File: src/hw/rtl/expiring_mailbox_table_top_assert.svh
// Assertion macros for the expiring mailbox table.
`ifndef EXPIRING_MAILBOX_TABLE_TOP_ASSERT_SVH
`define EXPIRING_MAILBOX_TABLE_TOP_ASSERT_SVH
`ifndef SYNTHESIS
// Property that must hold at every clock edge outside reset.
`define EMT_ASSERT(lbl, clk, rstn, prop) \
  lbl: assert property (@(posedge clk) disable iff (!(rstn)) (prop)) \
    else $error("assertion failed");
// Implication whose consequent is checked in the cycle after the antecedent.
`define EMT_ASSERT_NEXT(lbl, clk, rstn, ante, cons) \
  lbl: assert property (@(posedge clk) disable iff (!(rstn)) (ante) |=> (cons)) \
    else $error("assertion failed");
`else
`define EMT_ASSERT(lbl, clk, rstn, prop)
`define EMT_ASSERT_NEXT(lbl, clk, rstn, ante, cons)
`endif
`endif

File: src/hw/rtl/emt_ram.sv
// Generic single-port-write, registered-read RAM.
module emt_ram #(
  parameter int unsigned WIDTH = 8,
  parameter int unsigned DEPTH = 16
) (
  input  logic                     clk_i,
  input  logic                     we_i,
  input  logic [$clog2(DEPTH)-1:0] waddr_i,
  input  logic [WIDTH-1:0]         wdata_i,
  input  logic                     re_i,
  input  logic [$clog2(DEPTH)-1:0] raddr_i,
  output logic [WIDTH-1:0]         rdata_o
);
  logic [WIDTH-1:0] mem_q [DEPTH];
  logic [WIDTH-1:0] rdata_q;

  always_ff @(posedge clk_i) begin
    if (we_i) begin
      mem_q[waddr_i] <= wdata_i;
    end
    if (re_i) begin
      rdata_q <= mem_q[raddr_i];
    end
  end

  assign rdata_o = rdata_q;
endmodule

File: config.mk
export PLATFORM = sky130hd
export DESIGN_NAME = emt_ram
export DESIGN_NICKNAME = d
export VERILOG_FILES = /design/src/hw/rtl/expiring_mailbox_table_top_assert.svh /design/src/hw/rtl/emt_ram.sv
export SDC_FILE = /design/constraint.sdc
export NUM_CORES = 1
export LEC_CHECK = 0
export BUFFER_PORTS_ARGS = -buffer_cell sky130_fd_sc_hd__buf_4
export CAP_MARGIN = 20
export CORE_MARGIN = 1
export CORE_UTILIZATION = 50
export CTS_CLUSTER_DIAMETER = 120
export DETAILED_ROUTE_END_ITERATION = 12
export PLACE_DENSITY = 0.67
export SLEW_MARGIN = 15
export SYNTH_ARGS = -nofsm -noshare
export SYNTH_HDL_FRONTEND = slang
export SYNTH_SLANG_ARGS = --single-unit
File: constraint.sdc
create_clock -name clk_i -period 2.2 [get_ports clk_i]
set_input_delay 0.22 -clock clk_i [delete_from_list [all_inputs] [get_ports clk_i]]
set_output_delay 0.22 -clock clk_i [all_outputs]
set_load 0.005 [all_outputs]
==> summary.txt, run 1 <==
Detailed routing
  – TritonRoute pass-1 iters: 4
  – Drt initial violations: 151
  – DR WL/cell: 21.4 microns
  – # DRC: 0
  – WL final: 9.22 mm
  – Vias/cell: 5.55
  – Detailed-route via count: 2388
  – Post-DRT Antenna Nets: 0

Floorplanning
  – Core area: about 10000 sq um
  – Full die area: around 11000 sq um
  – Io pins: 27
  – Initial core utilization: 52.5%
  – FP Rows: 36
  – Die Wd: 104 microns
  – Chip height: 104 microns

Finish
  – Inserted Diodes: 0
  – Most frequent cells in the layout: edfxtp_1, buf_4, mux4_2, a22oi_1, clkbuf_16
  – Share of layout cells above drive strength 1: 31.3%
  – Commonest non-fill, non-tap cell in the layout: edfxtp_1
  – Area Overhead vs Synth: 18.6%
  – FILL cells: 701
  – Layout net count: 303

Clock network
  – Worst-path clk slew: 0.06 ns
  – CTS tree: done
  – CTS sink count: 136
  – TritonCTS Buffers: 17
  – Post_cts resized: 0
  – Number of H-tree levels: 4
  – Root buf cell: clkbuf_8
  – Postcts setup bufs: 0
  – Clk_lat worst skew: roughly 0.51 ns
  – Max Buffers Root-to-Sink: 2
  – Post-CTS Hold Buffers: 1

Pwr
  – Pleak: 2.09 nW
  – Worst vdd ir: 0.485 mV
  – PD cells: 925 nW/um^2

GRT
  – First-pass GRT wire length: 14.1 mm
  – Global route total overflow: 0
  – Antenna violations before repair: 0
  – Vias in the first global route: 2506
  – Pin count of the biggest net entering global routing: 33
  – GRT Util Overall: 18.7%

Critical path
  – Worst reg2reg path depth: 3
  – CP bufs+invs: 0
  – FF-to-FF Start: mem_q[1][2]$_DFFE_PP_
  – Crit path max-delay family: multiplexers
  – Crit path launch type: flop
  – R2R Path End: rdata_o[2]$_DFFE_PP_
  – Max incr delay on CP: about 0.51 ns
  – CP Data Required Time: 2.45 ns
  – Critical path peak fanout: 1
  – Cell Chain, Critical Path: mux4_1 > a22oi_1 > nand2_1
  – Crit-path slowest cell: mux4_1
  – Crit path DAT: 1.74 ns
  – Worst setup path class: reg -> reg
  – Crit end category: flop
  – R2R setup slack: 0.71 ns

Worst hold path
  – Hold WC Path Type: in -> reg
  – Worst Hold End: rdata_o[1]$_DFFE_PP_
  – Worst hold start: re_i
  – Hold Crit Depth: 1

STA
  – Rel. slew slack: 52.9%
  – Setup-failing EPs final: 0
  – Setup TNS: 0 ns
  – Tightest Pin Transition: roughly 0.7 ns
  – Final Hold Vio Count: 0
  – Final critical-path share of the clock period: 67.7%
  – Worst Hold Slack: 0.0169 ns
  – Fin crit period: between 1 and 1.5 ns
  – Clk_skew: 0.00781 ns
  – Max-slew violations: 0
  – RSZ-0062 raised after global routing: no
  – Fmax: 672 MHz

Placement
  – GPL Wtd Cong: between 0.7 and 0.8
  – # port buffers: 26
  – Final HPWL DP: approximately 5.8 mm

Logic synthesis
  – Net Count, Synth: 248
  – Simple-Gate Fraction of Synth Area: under 10%
  – Largest family of logic cells by synthesized area: multiplexers
  – Synthesized area per cell: 22.8 sq um
  – Post-synthesis mux area share: 14.8%
  – Compound-Gate Fraction of Synth Area: 2.30%
  – Synth Area in XOR/XNOR: 0%
  – Synth Area in Adders: 0%
  – Number of distinct library cells after synthesis: 18
  – Syn. warnings: 0
  – Cells after synthesis: 229
  – Mapped Area: 5230 sq um
  – Post-synthesis sequential area ratio: 78.1%
  – FF+latch count, synth: 136

Run status
  – Status: completed

Run
  – Max cap viols: 0
==> final cells by class <==
type / count / area (sq um) / share of cell area (%)
clock buffers: 17 / 414 / 6.68
well taps: 133 / 166 / 2.68
repair buffers: 46 / 348 / 5.61
clock inverters: 15 / 129 / 2.08
flip-flops and latches: 136 / 4080 / 65.9
multi-input cells: 83 / 1060 / 17.1
==> worst max path at each step <==
| stage | start | endpoint | slack, ns | cells past startpoint |
|---|---|---|---|---|
| 2_1_floorplan | waddr_i[2] | mem_q[0][0]$_DFFE_PP_ | 0.49 | 2 |
| 3_3_place_gp | raddr_i[0] | rdata_o[0]$_DFFE_PP_ | 0.23 | 5 |
| 3_5_place_dp | raddr_i[0] | rdata_o[0]$_DFFE_PP_ | 0.21 | 5 |
| 4_1_cts | mem_q[1][2]$_DFFE_PP_ | rdata_o[2]$_DFFE_PP_ | 0.68 | 3 |
| 5_1_grt | mem_q[1][2]$_DFFE_PP_ | rdata_o[2]$_DFFE_PP_ | 0.63 | 3 |
| 6_report | mem_q[1][2]$_DFFE_PP_ | rdata_o[2]$_DFFE_PP_ | 0.71 | 3 |
==> worst register-to-register path, cell delays in order, from the launching register on <==
cell and delay, ns:
edfxtp_1 0.36, mux4_1 0.51, a22oi_1 0.29, nand2_1 0.08
==> registers in the layout, indices dropped and copies added (netlist names) <==
signal   count
rdata_o      8
mem_q      128
==> stage by stage <==
step / instances / total power (W) / utilization (%) / instance area [sq um] / setup slack (ns)
detailed placement: 397 / 0.00326 / 56.7 / 5650 / 0.211
global route: 430 / 0.00590 / 62.3 / 6200 / 0.634
floorplan: 229 / 0.00313 / - / 5230 / 0.487
finish: 430 / 0.00573 / 62.3 / 6200 / 0.711
global placement: 397 / 0.00326 / 56.7 / 5650 / 0.232
CTS: 430 / 0.00577 / 62.3 / 6200 / 0.683
==> Yosys cell counts, drive strengths merged <==
| master | n | area (sq um) |
|---|---|---|
| and2 | 1 | 6.26 |
| mux4 | 32 | 773 |
| nand3 | 1 | 5.00 |
| nor2 | 13 | 48.8 |
| edfxtp | 136 | 4080 |
| a22oi | 16 | 120 |
| clkdlybuf4s25 | 3 | 30.0 |
| or3b | 1 | 8.76 |
| buf | 7 | 56.3 |
| nand3b | 2 | 15.0 |
| nor2b | 1 | 6.26 |
| nor3 | 4 | 20.0 |
| nand2 | 9 | 33.8 |
| and2b | 1 | 7.51 |
| nand2b | 2 | 12.5 |
==> report_power, final <==
group          internal (W)  leakage (nW)  total [W]  switching (W)
Sequential          0.00292          1.24    0.00294      0.0000155
Clock               0.00150         0.254    0.00253        0.00103
Combinational      0.000126         0.600   0.000270       0.000144
Total               0.00454          2.09    0.00573        0.00119
==> per-layer routing <==
metal | routed length [microns] | up-vias | GRT usage (%)
met5 | 0 | - | 0
met4 | 160 | 0 | 8.98
met3 | 668 | 11 | 4.07
met2 | 4560 | 75 | 28.9
met1 | 3830 | 1215 | 25.4
li1 | - | 1087 | -
==> kinds of logic after synthesis <==
kind of cell / Yosys count
flip-flops: 136
AND/OR/NAND/NOR: 35
multiplexers: 32
AO/OA/AOI/OAI: 16
buffers and inverters: 10
(Power assumes the default switching activity.)
==> run 2, diff against run 1 <==
--- a/config.mk
+++ b/config.mk
@@ -11,7 +11,7 @@
 export CORE_UTILIZATION = 50
 export CTS_CLUSTER_DIAMETER = 120
 export DETAILED_ROUTE_END_ITERATION = 12
-export PLACE_DENSITY = 0.67
+export PLACE_DENSITY = 0.7
 export SLEW_MARGIN = 15
 export SYNTH_ARGS = -nofsm -noshare
 export SYNTH_HDL_FRONTEND = slang
==> constraint.sdc (replaced) <==
create_clock -name clk_i -period 1.35 [get_ports clk_i]
set_input_delay 0.135 -clock clk_i [delete_from_list [all_inputs] [get_ports clk_i]]
set_output_delay 0.135 -clock clk_i [all_outputs]
set_load 0.005 [all_outputs]
==> summary.txt, run 2 (same netlist as run 1, synthesis figures left out) <==
Run status
  – Status: finished, violations left
  – Failing checks: setup timing

Critical path
  – Crit path DAT: 1.68 ns
  – Crit path launch type: flop
  – Worst Setup SP: mem_q[7][7]$_DFFE_PP_
  – Crit-path slowest cell: mux4_2
  – CP Data Required Time: 1.61 ns
  – FF-to-FF Start: mem_q[7][7]$_DFFE_PP_
  – Crit path max-delay family: multiplexers
  – Critical path peak fanout: 1
  – Worst setup path class: reg -> reg
  – Cell Chain, Critical Path: mux4_2 > a22oi_2 > nand2_1
  – CP bufs+invs: 0
  – Crit end category: flop
  – Max incr delay on CP: 0.51 ns

STA
  – Final critical-path share of the clock period: 105%
  – Tightest Pin Transition: 0.924 ns
  – RSZ-0062 raised after global routing: yes
  – Clk_skew: 0.0101 ns
  – Setup-failing EPs final: 8
  – Fin crit period: around 1.4 ns
  – Final Hold Vio Count: 0
  – Fmax: 704 MHz
  – Setup slack after layout: -0.0702 ns
  – Max-slew violations: 0
  – Rel. slew slack: 38.3%

Clock network
  – Clk_lat worst skew: 0.51 ns
  – Root buf cell: clkbuf_8
  – Max Buffers Root-to-Sink: 2
  – CTS tree: done
  – Postcts setup bufs: 0
  – CTS sink count: 136
  – Number of H-tree levels: 4
  – Worst-path clk slew: 0.06 ns
  – TritonCTS Buffers: 17

Pwr
  – Design Power: 0.00994 W
  – Pleak: 2.19 nW
  – Worst vdd ir: 0.870 mV
  – PD cells: 1530 nW/um^2

Finish
  – Share of layout cells above drive strength 1: 41.8%
  – Max reg flops: 128
  – Inserted Diodes: 0
  – Most frequent cells in the layout: edfxtp_1, buf_4, mux4_2, clkbuf_16, nor2_1
  – Non-filler instance count after layout: 449
  – FILL cells: ~660
  – Layout net count: ~320
  – Area Overhead vs Synth: 24.2%
  – Most flop-heavy register: mem_q
  – Commonest non-fill, non-tap cell in the layout: edfxtp_1

Placement
  – Final HPWL DP: 6.37 mm
  – # port buffers: 26
  – GPL Wtd Cong: about 0.8
  – Inst Count DP: 409

GRT
  – Pin count of the biggest net entering global routing: 17
  – Antenna violations before repair: 0
  – Global route total overflow: 0
  – GRT Util Overall: between 20% and 30%
  – Vias in the first global route: ~2600
  – First-pass GRT wire length: 15.4 mm

Floorplanning
  – Chip height: 104 microns
  – Die Wd: 104 microns
  – Initial core utilization: around 53%
  – FP Rows: 36
  – Full die area: about 11000 sq um
  – Core area: 9950 sq um
  – Io pins: 27

Detailed routing
  – Vias/cell: 5.64
  – DR WL/cell: roughly 22 microns
  – # DRC: 0
  – Post-DRT Antenna Nets: 0
  – Detailed-route via count: roughly 2500
  – WL final: just over 10 mm
  – TritonRoute pass-1 iters: 4
  – Drt initial violations: 146

Run
  – Max cap viols: 0

Worst hold path
  – Hold WC Path Type: in -> reg
  – Worst hold start: waddr_i[0]
[run 2: area by class of cell]
type,count,area (sq um),share of cell area (%)
clock inverter,14,183,2.81
clock buffer,17,414,6.38
sequential,136,4080,62.9
tap,133,166,2.56
multi-input combinational,83,1060,16.4
timing repair buffer,66,581,8.95
[run 2: worst min-delay path: cells and delay by family]
family	cells	cell delay, ns
AND/OR/NAND/NOR	1	0.07
buffers and inverters	2	0.29
[run 2: worst paths after layout]
kind | slack [ns] | depth (start not counted) | end
worst max-delay path | -0.07 | 3 | rdata_o[7]$_DFFE_PP_
worst min-delay path | 0.15 | 3 | mem_q[0][4]$_DFFE_PP_
worst max register to register | -0.07 | 3 | rdata_o[7]$_DFFE_PP_
worst min register to register | 0.75 | 3 | rdata_o[1]$_DFFE_PP_
[run 2: power by group]
part           internal (W)  switching, W  leakage [nW]
Clock               0.00297       0.00164         0.295
Sequential          0.00476     0.0000288          1.24
Combinational      0.000273      0.000273         0.662
Total               0.00800       0.00194          2.19
[run 2: stage by stage]
step                setup TNS [ns]  util (%)  worst slack, ns  instance area [sq um]  hold WS (ns)
floorplan                    -1.56         -          -0.0511                   5230         0.234
finish                      -0.294      65.2          -0.0702                   6490         0.147
global route                -0.658      65.2           -0.106                   6490         0.131
global placement             -3.36      57.9           -0.296                   5770         0.437
detailed placement           -4.45      57.9           -0.309                   5770         0.451
CTS                         -0.371      65.1          -0.0806                   6480         0.118
[run 2: per-layer routing]
metal  vias up  GRT usage (%)  part of all wire, %
met3        16           5.08                  6.5
met4         0           7.96                  1.7
li1       1117              -                    -
met1      1293           28.1                   42
met2       108           31.6                   49
met5         -              0                    0
[run 2: repair_timing]
item | in CTS | in global routing
pin swaps | 5 | 1
resized for setup | 13 | 2
endpoints found under the hold margin | 136 | 0
hold buffers | 9 | 0
setup endpoints to repair | 8 | 8
cloned | 0 | 0
==> run 3, diff against run 2 <==
--- a/config.mk
+++ b/config.mk
@@ -11,7 +11,7 @@
 export CORE_UTILIZATION = 50
 export CTS_CLUSTER_DIAMETER = 120
 export DETAILED_ROUTE_END_ITERATION = 12
-export PLACE_DENSITY = 0.7
+export PLACE_DENSITY = 0.67
 export SLEW_MARGIN = 15
 export SYNTH_ARGS = -nofsm -noshare
 export SYNTH_HDL_FRONTEND = slang
==> constraint.sdc (replaced) <==
create_clock -name clk_i -period 1.53 [get_ports clk_i]
set_input_delay 0.153 -clock clk_i [delete_from_list [all_inputs] [get_ports clk_i]]
set_output_delay 0.153 -clock clk_i [all_outputs]
set_load 0.005 [all_outputs]
==> summary.txt, run 3 (same netlist as run 1, synthesis figures left out) <==
Finish
  – Final instance area: roughly 6400 sq um
  – Inserted Diodes: 0
  – Most flop-heavy register: mem_q
  – Layout net count: 319
  – Area Overhead vs Synth: 22.8%
  – Most frequent cells in the layout: edfxtp_1, buf_4, mux4_2, clkbuf_16
  – Max reg flops: 128
  – FILL cells: 659
  – Commonest non-fill, non-tap cell in the layout: edfxtp_1
  – Share of layout cells above drive strength 1: 33.7%

STA
  – Fin crit period: 1.47 ns
  – Setup-failing EPs final: 0
  – Tightest Pin Transition: 0.752 ns
  – Final critical-path share of the clock period: between 90 and 100%
  – Worst Hold Slack: 0.176 ns
  – Max-slew violations: 0
  – Clk_skew: about 0.009 ns
  – RSZ-0062 raised after global routing: no
  – Final Hold Vio Count: 0
  – Rel. slew slack: 49.7%
  – Fmax: 682 MHz

GRT
  – Global route total overflow: 0
  – Antenna violations before repair: 0
  – GRT Util Overall: 20.5%
  – Pin count of the biggest net entering global routing: 17
  – Vias in the first global route: ~2600
  – First-pass GRT wire length: around 16 mm

Clock network
  – TritonCTS Buffers: 17
  – Max Buffers Root-to-Sink: 2
  – Worst-path clk slew: 0.06 ns
  – Clk_lat worst skew: between 0.5 and 0.6 ns
  – Postcts setup bufs: 0
  – Root buf cell: clkbuf_8
  – Number of H-tree levels: 4
  – CTS tree: done
  – CTS sink count: 136

Placement
  – Cell area after placement: between 5000 and 6000 sq um
  – Final HPWL DP: 6.66 mm
  – # port buffers: 26
  – GPL Wtd Cong: 0.746

Floorplanning
  – Io pins: 27
  – FP Rows: 36
  – Full die area: 10900 sq um
  – Initial core utilization: approximately 53%
  – Chip height: 104 microns
  – Die Wd: 104 microns
  – Core area: ~10000 sq um

Detailed routing
  – WL final: 10.3 mm
  – Post-DRT Antenna Nets: 0
  – Drt initial violations: 158
  – DR WL/cell: approximately 23 microns
  – Vias/cell: around 5.6
  – Detailed-route via count: 2511
  – # DRC: 0
  – TritonRoute pass-1 iters: 4

Worst hold path
  – Hold WC Path Type: in -> reg

Run status
  – Status: completed

Critical path
  – Crit path DAT: 1.71 ns
  – Crit end category: flop
  – Crit path launch type: flop
  – Critical path peak fanout: 1
  – CP Data Required Time: approximately 1.8 ns
  – Worst setup path class: reg -> reg

Pwr
  – PD cells: 1330 nW/um^2
  – Pleak: 2.19 nW
  – Design Power: 0.00852 W
  – Worst vdd ir: 0.644 mV

Run
  – Max cap viols: 0
==> run 3: changes by cell type in the layout (fill, tap and decap cells not counted), sizes merged <==
cell      before  now
buf           57   53
clkinv         9    5
clkinvlp       1    2
bufinv         4    3
clkbuf        17   21
==> run 3: path summary, 6_finish.rpt <==
path / from / end / slack, ns / depth (start not counted)
setup / recovery: mem_q[11][5]$_DFFE_PP_ / rdata_o[5]$_DFFE_PP_ / 0.06 / 3
hold / removal: waddr_i[0] / mem_q[0][3]$_DFFE_PP_ / 0.18 / 3
setup reg to reg: mem_q[11][5]$_DFFE_PP_ / rdata_o[5]$_DFFE_PP_ / 0.06 / 3
hold reg to reg: mem_q[7][1]$_DFFE_PP_ / rdata_o[1]$_DFFE_PP_ / 0.76 / 3
==> run 3: timing repair <==
| action | CTS | global route |
|---|---|---|
| gates cloned | 0 | 0 |
| setup endpoints to repair | 1 | 4 |
| pin swaps | 0 | 1 |
| hold buffers | 9 | 0 |
| endpoints found under the hold margin | 136 | 0 |
| gates resized for setup | 2 | 4 |
==> run 3: power by group <==
part	switching [W]	leakage [nW]	internal [W]	total, W
Sequential	0.0000231	1.24	0.00420	0.00422
Combinational	0.000232	0.685	0.000223	0.000455
Clock	0.00139	0.269	0.00245	0.00385
==> run 3: layer usage <==
metal	wire (microns)	track usage, %	vias up
met3	642	5.58	10
met1	4270	27.3	1295
met5	0	0	-
met2	5320	33.3	86
met4	111	6.43	0
li1	-	-	1120
==> run 3: stage by stage <==
stage | util (%) | TNS [ns] | worst slack [ns] | cells
final | 64.5 | 0 | 0.0645 | 445
after global routing | 64.5 | 0 | 0.00806 | 445
after CTS | 64.3 | 0 | 0.00328 | 445
after detailed placement | 57.7 | -1.12 | -0.182 | 405
after global placement | 57.7 | -1.01 | -0.163 | 405
after floorplan | - | 0 | 0.0946 | 229
==> run 3: area by class of cell <==
type / count / area [sq um] / area share (%)
clock buffer: 21 / 429 / 6.69
clock inverter: 10 / 129 / 2.01
multi-input combinational: 83 / 1080 / 16.9
sequential: 136 / 4080 / 63.6
tap: 133 / 166 / 2.59
timing repair buffer: 62 / 526 / 8.19
==> run 3: critical path, cell delays in order, from the launching register on <==
cell,delay [ns]
edfxtp_1,0.39
mux4_2,0.53
a22oi_2,0.20
nand2_1,0.08
